### config.mk
export PLATFORM = sky130hd
export DESIGN_NAME = running_mean_gap_grouper_core
export DESIGN_NICKNAME = d
export VERILOG_FILES = /design/src/rtl/rmgg_pkg.sv /design/src/rtl/rmgg_div.sv /design/src/rtl/running_mean_gap_grouper_core.sv
export SDC_FILE = /design/constraint.sdc
export NUM_CORES = 1
export LEC_CHECK = 0
export ABC_AREA = 1
export ABC_CLOCK_PERIOD_IN_PS = 15900
export BUFFER_PORTS_ARGS = -buffer_cell sky130_fd_sc_hd__buf_2
export CORE_MARGIN = 1.5
export CORE_UTILIZATION = 35
export DETAILED_ROUTE_END_ITERATION = 10
export GPL_ROUTABILITY_DRIVEN = 0
export GPL_TIMING_DRIVEN = 0
export PLACE_DENSITY = 0.51
export SLEW_MARGIN = 15
export SYNTH_ARGS = -nofsm -noshare
export SYNTH_HDL_FRONTEND = slang
export SYNTH_HIERARCHICAL = 1
export SYNTH_SLANG_ARGS = --single-unit
### constraint.sdc
create_clock -name aclk -period 15.9 [get_ports aclk]
set_input_delay 0.795 -clock aclk [delete_from_list [all_inputs] [get_ports aclk]]
set_output_delay 0.795 -clock aclk [all_outputs]
set_load 0.02 [all_outputs]
### src/rtl/rmgg_pkg.sv
// ----------------------------------------------------------------------------
// rmgg_pkg
// Shared widths, limits and types for the running mean gap grouper.
// ----------------------------------------------------------------------------
package rmgg_pkg;

    localparam int TIME_W = 20;   // unsigned 12.8 time values
    localparam int SUM_W  = 36;   // group sum
    localparam int CNT_W  = 16;   // group count
    localparam int GRP_W  = 16;   // group number

    localparam logic [TIME_W-1:0] TOL_RESET       = 20'd1280;   // 5.0
    localparam logic [CNT_W-1:0]  MAX_GROUP_COUNT = 16'd65535;
    localparam logic [GRP_W-1:0]  GROUP_MAX       = 16'd65535;

    // one quotient bit per cycle
    localparam int DIV_STEPS = SUM_W;
    localparam int DIV_CNT_W = $clog2(DIV_STEPS);

    typedef struct packed {
        logic busy;
        logic done;
    } div_status_t;

endpackage

### src/rtl/rmgg_div.sv
// ----------------------------------------------------------------------------
// rmgg_div
// Restoring serial divider: group sum by group count, one bit per cycle.
// ----------------------------------------------------------------------------
module rmgg_div (
    input  logic                          aclk,
    input  logic                          aresetn,
    input  logic                          start,
    input  logic [rmgg_pkg::SUM_W-1:0]    dividend,
    input  logic [rmgg_pkg::CNT_W-1:0]    divisor,
    output rmgg_pkg::div_status_t         status,
    output logic [rmgg_pkg::TIME_W-1:0]   quotient
);

    logic                              busy_reg, busy_next;
    logic                              done_reg, done_next;
    logic [rmgg_pkg::DIV_CNT_W-1:0]    cnt_reg, cnt_next;
    logic [rmgg_pkg::SUM_W-1:0]        quo_reg, quo_next;
    logic [rmgg_pkg::CNT_W-1:0]        rem_reg, rem_next;
    logic [rmgg_pkg::CNT_W-1:0]        dvs_reg, dvs_next;

    logic [rmgg_pkg::CNT_W:0]          shifted;
    logic [rmgg_pkg::CNT_W+1:0]        trial;

    assign shifted = {rem_reg, quo_reg[rmgg_pkg::SUM_W-1]};
    assign trial   = {1'b0, shifted} - {2'b00, dvs_reg};

    always_comb begin
        busy_next = busy_reg;
        done_next = 1'b0;
        cnt_next  = cnt_reg;
        quo_next  = quo_reg;
        rem_next  = rem_reg;
        dvs_next  = dvs_reg;
        if (start) begin
            busy_next = 1'b1;
            cnt_next  = '0;
            quo_next  = dividend;
            rem_next  = '0;
            dvs_next  = divisor;
        end else if (busy_reg) begin
            // remainder stays below the divisor, so it fits in CNT_W bits
            if (trial[rmgg_pkg::CNT_W+1]) begin
                rem_next = shifted[rmgg_pkg::CNT_W-1:0];
                quo_next = {quo_reg[rmgg_pkg::SUM_W-2:0], 1'b0};
            end else begin
                rem_next = trial[rmgg_pkg::CNT_W-1:0];
                quo_next = {quo_reg[rmgg_pkg::SUM_W-2:0], 1'b1};
            end
            cnt_next = cnt_reg + 1'b1;
            if (cnt_reg == rmgg_pkg::DIV_CNT_W'(rmgg_pkg::DIV_STEPS - 1)) begin
                busy_next = 1'b0;
                done_next = 1'b1;
            end
        end
    end

    always_ff @(posedge aclk) begin
        if (!aresetn) begin
            busy_reg <= 1'b0;
            done_reg <= 1'b0;
            cnt_reg  <= '0;
        end else begin
            busy_reg <= busy_next;
            done_reg <= done_next;
            cnt_reg  <= cnt_next;
        end
        quo_reg <= quo_next;
        rem_reg <= rem_next;
        dvs_reg <= dvs_next;
    end

    assign status.busy = busy_reg;
    assign status.done = done_reg;
    assign quotient    = quo_reg[rmgg_pkg::TIME_W-1:0];

endmodule

### src/rtl/running_mean_gap_grouper_core.sv
// ----------------------------------------------------------------------------
// running_mean_gap_grouper_core
// Groups sorted time centers by distance from the running group mean.
// ----------------------------------------------------------------------------
// One word in, one word out. An accepted word is registered, then evaluated
// in the calc state (distance to the mean, group open, sum and count update);
// its result is captured in the result register in that state. The new mean
// comes from a serial divider that yields one quotient bit per cycle over the
// 36 bit sum, so a word that accumulates holds the block until the divider is
// done before the next word is taken; a word that hits the count limit skips
// the divider. The output register lets a finished word wait on m_ready while
// the next word is taken. The tolerance register may be written only while idle.
module running_mean_gap_grouper_core (
    input  logic                          aclk,
    input  logic                          aresetn,

    input  logic                          cfg_valid,
    output logic                          cfg_ready,
    input  logic [rmgg_pkg::TIME_W-1:0]   cfg_data,

    input  logic                          s_valid,
    output logic                          s_ready,
    input  logic [rmgg_pkg::TIME_W-1:0]   s_time_center,
    input  logic                          s_start_list,

    output logic                          m_valid,
    input  logic                          m_ready,
    output logic [rmgg_pkg::GRP_W-1:0]    m_group_number,
    output logic                          m_opened_group,
    output logic                          m_count_overflow
);

    localparam logic [1:0] ST_IDLE = 2'd0;
    localparam logic [1:0] ST_CALC = 2'd1;
    localparam logic [1:0] ST_DIV  = 2'd2;

    logic [1:0]                     state_reg, state_next;
    logic [rmgg_pkg::TIME_W-1:0]    tol_reg;

    logic [rmgg_pkg::TIME_W-1:0]    tc_reg;
    logic                           start_reg;

    logic [rmgg_pkg::TIME_W-1:0]    mean_reg, mean_next;
    logic [rmgg_pkg::SUM_W-1:0]     sum_reg, sum_next;
    logic [rmgg_pkg::CNT_W-1:0]     cnt_reg, cnt_next;
    logic [rmgg_pkg::GRP_W-1:0]     grp_reg, grp_next;
    logic                           have_reg, have_next;

    logic                           pend_reg, pend_next;
    logic [rmgg_pkg::GRP_W-1:0]     res_grp_reg;
    logic                           res_open_reg;
    logic                           res_ovf_reg;

    logic                           mv_reg;
    logic [rmgg_pkg::GRP_W-1:0]     mgrp_reg;
    logic                           mopen_reg;
    logic                           movf_reg;
    logic                           out_load;

    // evaluation of the held word
    logic [rmgg_pkg::TIME_W-1:0]    e_mean;
    logic [rmgg_pkg::SUM_W-1:0]     e_sum;
    logic [rmgg_pkg::CNT_W-1:0]     e_cnt;
    logic [rmgg_pkg::GRP_W-1:0]     e_grp;
    logic                           e_have;
    logic [rmgg_pkg::TIME_W-1:0]    dist_abs;
    logic                           open_new;
    logic                           ovf;
    logic [rmgg_pkg::SUM_W-1:0]     o_sum;
    logic [rmgg_pkg::CNT_W-1:0]     o_cnt;
    logic [rmgg_pkg::GRP_W-1:0]     o_grp;

    logic                           div_start;
    rmgg_pkg::div_status_t          div_st;
    logic [rmgg_pkg::TIME_W-1:0]    div_q;

    assign cfg_ready = 1'b1;
    assign s_ready   = (state_reg == ST_IDLE) && !pend_reg;
    assign out_load  = pend_reg && (!mv_reg || m_ready);

    always_comb begin
        // start flag clears the grouping state first
        e_mean = start_reg ? '0 : mean_reg;
        e_sum  = start_reg ? '0 : sum_reg;
        e_cnt  = start_reg ? '0 : cnt_reg;
        e_grp  = start_reg ? '0 : grp_reg;
        e_have = start_reg ? 1'b0 : have_reg;

        dist_abs = (tc_reg >= e_mean) ? (tc_reg - e_mean) : (e_mean - tc_reg);
        open_new = !e_have || (dist_abs > tol_reg);

        o_sum = open_new ? '0 : e_sum;
        o_cnt = open_new ? '0 : e_cnt;
        o_grp = (open_new && (e_grp < rmgg_pkg::GROUP_MAX)) ? e_grp + 1'b1 : e_grp;
        ovf   = (o_cnt == rmgg_pkg::MAX_GROUP_COUNT);
    end

    always_comb begin
        state_next = state_reg;
        mean_next  = mean_reg;
        sum_next   = sum_reg;
        cnt_next   = cnt_reg;
        grp_next   = grp_reg;
        have_next  = have_reg;
        pend_next  = pend_reg;
        div_start  = 1'b0;

        if (out_load) begin
            pend_next = 1'b0;
        end

        case (state_reg)
            ST_IDLE: begin
                if (s_valid && s_ready) begin
                    state_next = ST_CALC;
                end
            end
            ST_CALC: begin
                pend_next = 1'b1;
                grp_next  = o_grp;
                have_next = 1'b1;
                mean_next = e_mean;
                if (ovf) begin
                    sum_next   = o_sum;
                    cnt_next   = o_cnt;
                    state_next = ST_IDLE;
                end else begin
                    sum_next   = o_sum + {{(rmgg_pkg::SUM_W-rmgg_pkg::TIME_W){1'b0}}, tc_reg};
                    cnt_next   = o_cnt + 1'b1;
                    div_start  = 1'b1;
                    state_next = ST_DIV;
                end
            end
            ST_DIV: begin
                if (div_st.done) begin
                    mean_next  = div_q;
                    state_next = ST_IDLE;
                end
            end
            default: begin
                state_next = ST_IDLE;
            end
        endcase
    end

    rmgg_div u_div (
        .aclk     (aclk),
        .aresetn  (aresetn),
        .start    (div_start),
        .dividend (sum_next),
        .divisor  (cnt_next),
        .status   (div_st),
        .quotient (div_q)
    );

    always_ff @(posedge aclk) begin
        if (!aresetn) begin
            state_reg <= ST_IDLE;
            tol_reg   <= rmgg_pkg::TOL_RESET;
            mean_reg  <= '0;
            sum_reg   <= '0;
            cnt_reg   <= '0;
            grp_reg   <= '0;
            have_reg  <= 1'b0;
            pend_reg  <= 1'b0;
            mv_reg    <= 1'b0;
        end else begin
            state_reg <= state_next;
            mean_reg  <= mean_next;
            sum_reg   <= sum_next;
            cnt_reg   <= cnt_next;
            grp_reg   <= grp_next;
            have_reg  <= have_next;
            pend_reg  <= pend_next;
            if (cfg_valid && cfg_ready) begin
                tol_reg <= cfg_data;
            end
            if (out_load) begin
                mv_reg <= 1'b1;
            end else if (m_ready) begin
                mv_reg <= 1'b0;
            end
        end

        if (s_valid && s_ready) begin
            tc_reg    <= s_time_center;
            start_reg <= s_start_list;
        end
        if (state_reg == ST_CALC) begin
            res_grp_reg  <= o_grp;
            res_open_reg <= open_new;
            res_ovf_reg  <= ovf;
        end
        if (out_load) begin
            mgrp_reg  <= res_grp_reg;
            mopen_reg <= res_open_reg;
            movf_reg  <= res_ovf_reg;
        end
    end

    assign m_valid          = mv_reg;
    assign m_group_number   = mgrp_reg;
    assign m_opened_group   = mopen_reg;
    assign m_count_overflow = movf_reg;

endmodule

Word level (Yosys, flattened, before mapping)
Cells that the tools add are included.
Widths: inputs -> output; s select.
{"block": "totals", "ff_bits": 246, "inputBits": 46, "output_inout_bits": 21, "word_cells": 92}
{"block": "op_classes", "add_sub_neg": 7, "magnitude_cmp": 3, "eq_ne": 6, "n_mux": 33, "bitwise": 2, "n_reduce_logical": 18}
{"cell": "$mux 36", "n": 6}
{"cell": "$mux 16", "n": 7}
{"cell": "$mux 20", "n": 3}
{"cell": "$pmux 20 s2", "n": 1}
{"cell": "$sub 20x20->20", "n": 2}
{"cell": "$add 36x20->36", "n": 1}
{"cell": "$add 16x1->16 const B", "n": 2}
{"cell": "$ge 20x20->1", "n": 1}
{"cell": "$gt 20x20->1", "n": 1}
{"cell": "$sub 17x16->18", "n": 1}
{"cell": "$eq 16x16->1 const B", "n": 1}
{"cell": "$lt 16x16->1 const B", "n": 1}
{"cell": "$mux 1", "n": 12}
{"cell": "$reduce_bool 2->1", "n": 4}
{"cell": "$add 6x1->6 const B", "n": 1}
{"cell": "$eq 6x6->1 const B", "n": 1}
{"cell": "$mux 2", "n": 3}
{"cell": "$pmux 2 s3", "n": 1}
{"cell": "$logic_and 1x1->1", "n": 4}
{"cell": "$ne 2x1->1 const B", "n": 2}
{"cell": "$reduce_and 2->1", "n": 2}
{"cell": "$logic_not 1->1", "n": 3}
{"cell": "$reduce_or 3->1", "n": 1}
{"cell": "$eq 2x1->1 const B", "n": 1}
{"cell": "5 further kinds", "n": 7}

Longest topological paths before layout
{"block": "depth", "ltp_word": 10, "depth_mapped": 52, "depth_no_buf": 47}

Cells and area by module
Netlist, hierarchy kept.
{"mod": "running_mean_gap_grouper_core", "instances": 1, "cells_per_inst": 1646, "area_each_um2": 11920.2, "seq_area_each_um2": 3973.8}
{"mod": "rmgg_div", "instances": 1, "cells_per_inst": 553, "area_each_um2": 4377.9, "seq_area_each_um2": 2042.0}

Least setup slack after synthesis
No wires, ideal clock.
{"block": "synth_path", "kind": "register to register", "startpoint": "reg start_reg", "endpoint": "reg u_div/quo_reg[0] (netlist name), enable pin", "setup_ns": 0.394, "arrival_time_ns": 6.456, "t_required_ns": 15.506, "slack_ns": 9.050, "path_stages_with_launch": 44, "path_buffers": 6, "synth_period_minus_slack_ns": 6.850, "cell_sequence": "edfxtp_1 -> inv_1 -> buf_4 -> clkbuf_1 -> nand2_1 -> inv_1 -> ha_1 -> inv_1 -> fa_1 -> inv_1 -> o21ai_0 -> a21oi_1 -> o21bai_1 -> nand2_1 -> nand3_1 -> nand2_1 -> nand3_2 -> buf_2 -> (+8 left out) -> nand2_1 -> nand3_2 -> nand2_4 -> nand2_4 -> buf_2 -> nor2_1 -> ha_1 -> nand3_1 -> nor3_1 -> nand4_2 -> nor2_4 -> nand3_4 -> nand2_4 -> buf_6 -> inv_2 -> clkbuf_1 -> nor2_1 -> inv_1"}
{"block": "synth_between", "elab_chain_cells": 10, "word_cells_on_any_way": 15, "classes_between": "add/sub: 2; order compare: 2; eq/ne: 1; mux: 7; reduce/logical: 3"}
{"item": "start: declaration", "line": "running_mean_gap_grouper_core.sv:41", "source": "logic start_reg;"}
{"item": "start signal: assignment", "line": "running_mean_gap_grouper_core.sv:187", "source": "start_reg <= s_start_list;"}
{"item": "$mux 20", "line": "running_mean_gap_grouper_core.sv:83", "source": "e_mean = start_reg ? '0 : mean_reg;"}
{"item": "$sub 20x20->20 / $ge 20x20->1 (equally long branches)", "line": "running_mean_gap_grouper_core.sv:89", "source": "dist_abs = (tc_reg >= e_mean) ? (tc_reg - e_mean) : (e_mean - tc_reg);"}
{"item": "$mux 20", "line": "running_mean_gap_grouper_core.sv:89"}
{"item": "$gt 20x20->1", "line": "running_mean_gap_grouper_core.sv:90", "source": "open_new = !e_have || (dist_abs > tol_reg);"}
{"item": "$logic_or 1x1->1", "line": "running_mean_gap_grouper_core.sv:90"}
{"item": "$mux 16 (*)", "line": "running_mean_gap_grouper_core.sv:93", "source": "o_cnt = open_new ? '0 : e_cnt;"}
{"item": "$eq 16x16->1 (*)", "line": "running_mean_gap_grouper_core.sv:95", "source": "ovf = (o_cnt == rmgg_pkg::MAX_GROUP_COUNT);"}
{"item": "$mux 1 (*)", "line": "running_mean_gap_grouper_core.sv:123", "source": "if (ovf) begin"}
{"item": "$mux 1 (*)", "line": "running_mean_gap_grouper_core.sv:112", "source": "case (state_reg)"}
{"item": "net div_start", "line": "running_mean_gap_grouper_core.sv:73", "source": "logic div_start;"}
{"item": "$reduce_bool 2->1 (no line) (*)"}
{"item": "end signal: assignment", "line": "rmgg_div.sv:68", "source": "quo_reg <= quo_next;"}
{"item": "end: declaration", "line": "rmgg_div.sv:18", "source": "logic [rmgg_pkg::SUM_W-1:0] quo_reg, quo_next;"}
Mark *: on every way through the listed nets, which the timed path passes. The rest lies on a longest branch.
A chain may end at the register's enable or synchronous reset.

Final worst setup path
{"block": "layout_path", "startpoint": "reg start_reg", "endpoint": "reg u_div/quo_reg[19] (netlist name), data pin"}
{"block": "layout_between", "elab_chain_cells": 10, "word_cells_on_any_way": 20, "classes_between": "add/sub: 3; order compare: 2; eq/ne: 1; mux: 12; reduce/logical: 2"}
{"item": "$mux 20", "line": "running_mean_gap_grouper_core.sv:83"}
{"item": "$sub 20x20->20 / $ge 20x20->1 (equally long branches)", "line": "running_mean_gap_grouper_core.sv:89"}
{"item": "$mux 20", "line": "running_mean_gap_grouper_core.sv:89"}
{"item": "$gt 20x20->1", "line": "running_mean_gap_grouper_core.sv:90"}
{"item": "$logic_or 1x1->1", "line": "running_mean_gap_grouper_core.sv:90"}
{"item": "$mux 16 (*)", "line": "running_mean_gap_grouper_core.sv:93"}
{"item": "$eq 16x16->1 (*)", "line": "running_mean_gap_grouper_core.sv:95"}
{"item": "$mux 1 (*)", "line": "running_mean_gap_grouper_core.sv:123"}
{"item": "$mux 1 (*)", "line": "running_mean_gap_grouper_core.sv:112"}
{"item": "net div_start", "line": "running_mean_gap_grouper_core.sv:73"}
{"item": "$mux 36 (*)", "line": "rmgg_div.sv:35", "source": "if (start) begin"}
{"item": "net u_div.quo_next, one bit", "line": "rmgg_div.sv:18"}
Marks and branches as above.

==> results.md <==
* Status: finished, final reports clean
* Storage cell area at ~6000 um2
* CP startpoint: start_reg
* Cts bufs inserted at 30
* Layout Nets at about 2400
* Total routed wirelength at ~46000 um
* VDD IR max at ~0.000082 V
* Worst r2r src: start_reg
* Fmax at approximately 110 MHz
* Tot Pwr at slightly below 2 mW
* Mapped Area at 16300 um2
* WS Path Type: flip-flop to flip-flop
* Final Instance Area at between 15000 and 20000 um2
* Ports at 67
* Share of layout cells above drive strength 1 at approximately 12%
* Initial antenna violation count at 0
* Slew Limit Fails at 0
* GRT overflow at 0
* Crit path required time at approximately 16 ns
* Net Switching at approximately 0.65 mW
* Crit start category: flip-flop
* Reg clk slew, reported paths at 0.06 ns
* Placed Cells at about 2900
* Pwr dens at between 100 and 150 nW/um2
* Core ar. at between 40000 and 50000 um2
* Critical path depth at 46
* Power Internal at ~1.3 mW
* Top layer reached by signal wires: met4
* Routed via count at 14304
* Cell mode on critical path: nand2_1
* MaxCap Viol Count at 0
* Hold Buf Count CTS at 0
* Slowest stage cell on the critical path: clkbuf_1
* Critical path endpoint: u_div/quo_reg[19]
* Final setup viols at 0
* Switching Fraction at between 30% and 40%
* GRT Total Usage at between 10% and 20%
* PortBufs at between 60 and 70
* Clock network power share at between 30% and 40%
* Relative slew slack at between 20 and 30%
* Vias in the first global route at 13835
* Total nets after synthesis at about 2300
* Final Hold Fails at 0
* Met3 Wirelength at ~2200 um
* Clk_lat worst skew at around 0.59 ns
* Fin crit share at between 50% and 60%
* DIE HEIGHT at ~220 um
* Residual DRC at 0
* Die area at 47800 um2
* Critical path endpoint category: flip-flop
* Hpwl dp at between 30000 and 40000 um
* R2R Path End: u_div/quo_reg[19]
* Clk root buf: clkbuf_16
* CP delay by family, top: buffers and inverters
* DR WL met2 at just over 20000 um
* R2R cell count at 46
* Critical path's largest stage delay at about 0.53 ns
* Initial DRC Count at 876
* Placed Area at around 17000 um2
* Area grow syn2layout at 13.1%
* Crit path buffers/inverters at 14
* Post-route minimum period at 8.88 ns
* Avg Inst Size Synth at between 7 and 8 um2
* Ys Warns at 6
* DIE WIDTH at ~220 um
* M1 WL at 22500 um
* Area of the multi-input gates at roughly 8500 um2
* Clock sinks at 246
* Register share of total power at 37.9%
* DR pass1 iterations at 5
* Largest net degree at the start of global routing at 28
* Crit path DAT at roughly 9.3 ns
* Post-route insts no fill at ~2900
* Setup Buffers After CTS at 0
* Vias per cell at approximately 5
* Post_cts resized at 0
* Worst Tran Pin Value at about 1.0 ns
* Clock Skew at around 0.012 ns
* Unrepaired setup endpoints after global routing: no
* FILL cells at just under 5000
* Flop-to-flop setup slack at around 7 ns
* Static Leak at between 8 and 9 nW
* Hold Crit Class: primary input to flip-flop
* Syn Inst Count at 2198
* Final ANT Viol Nets at 0
* CP max FO at 24
* Commonest non-fill, non-tap cells in the layout: 526 x nand2_1, 321 x inv_1, 176 x nor2_1
* Initial core utilization at 35.7%
* CTS Buffer Depth at 3
* Commonest non-fill, non-tap cell in the layout: nand2_1
* First-pass GRT wire length at 73000 um
* Logic pwr share at between 20% and 30%
* CTS H-tree lvls at 1
* DR WL/cell at about 16 um
* Rows at 78
* TNS Setup at 0 ns
* Clock tree from TritonCTS: yes
[metal layers]
metal  track usage, %  vias up
met5                0        -
met4             4.06        0
met3             2.56       64
met2             31.2      316
met1             27.1     6569
li1                 -     7355
[stage by stage]
stage / hold slack [ns] / utilization [%] / setup WS (ns)
after detailed placement: 0.406 / 38.1 / 7.11
after floorplan: 0.400 / - / 9.05
after global placement: 0.404 / 38.0 / 6.35
after global routing: 0.358 / 40.3 / 6.35
final: 0.383 / 40.4 / 7.02
after CTS: 0.345 / 40.3 / 7.06
[cell type report]
class                   count  share of cell area (%)
multi-input cells        1530                    46.1
flip-flops and latches    246                    32.6
inverters                 332                    6.76
clock buffers              33                    4.13
well taps                 600                    4.07
plain buffers              90                    2.87
repair buffers             67                    1.93
clock inverters            23                    1.43
diodes                      1                  0.0136
[power by group through the flow]
stage	Combinational (mW)	Clock, mW	Sequential [mW]
final	0.519	0.706	0.749
after global routing	0.588	0.753	0.754
after CTS	0.521	0.727	0.749
after detailed placement	0.518	0	0.762
after global placement	0.512	0	0.762
after floorplan	0.388	0	0.752
[how the worst min path moves through the flow]
stage,start,cells past startpoint,slack [ns],end
6_report,s_time_center[0],1,0.38,tc_reg[0]
5_1_grt,s_start_list,1,0.36,start_reg
4_1_cts,s_time_center[0],1,0.34,tc_reg[0]
3_5_place_dp,res_grp_reg[4],0,0.41,m_group_number[4]
3_3_place_gp,res_grp_reg[15],0,0.40,m_group_number[15]
2_1_floorplan,res_ovf_reg,0,0.40,m_count_overflow
No activity file was read; power rests on OpenSTA's default activity.
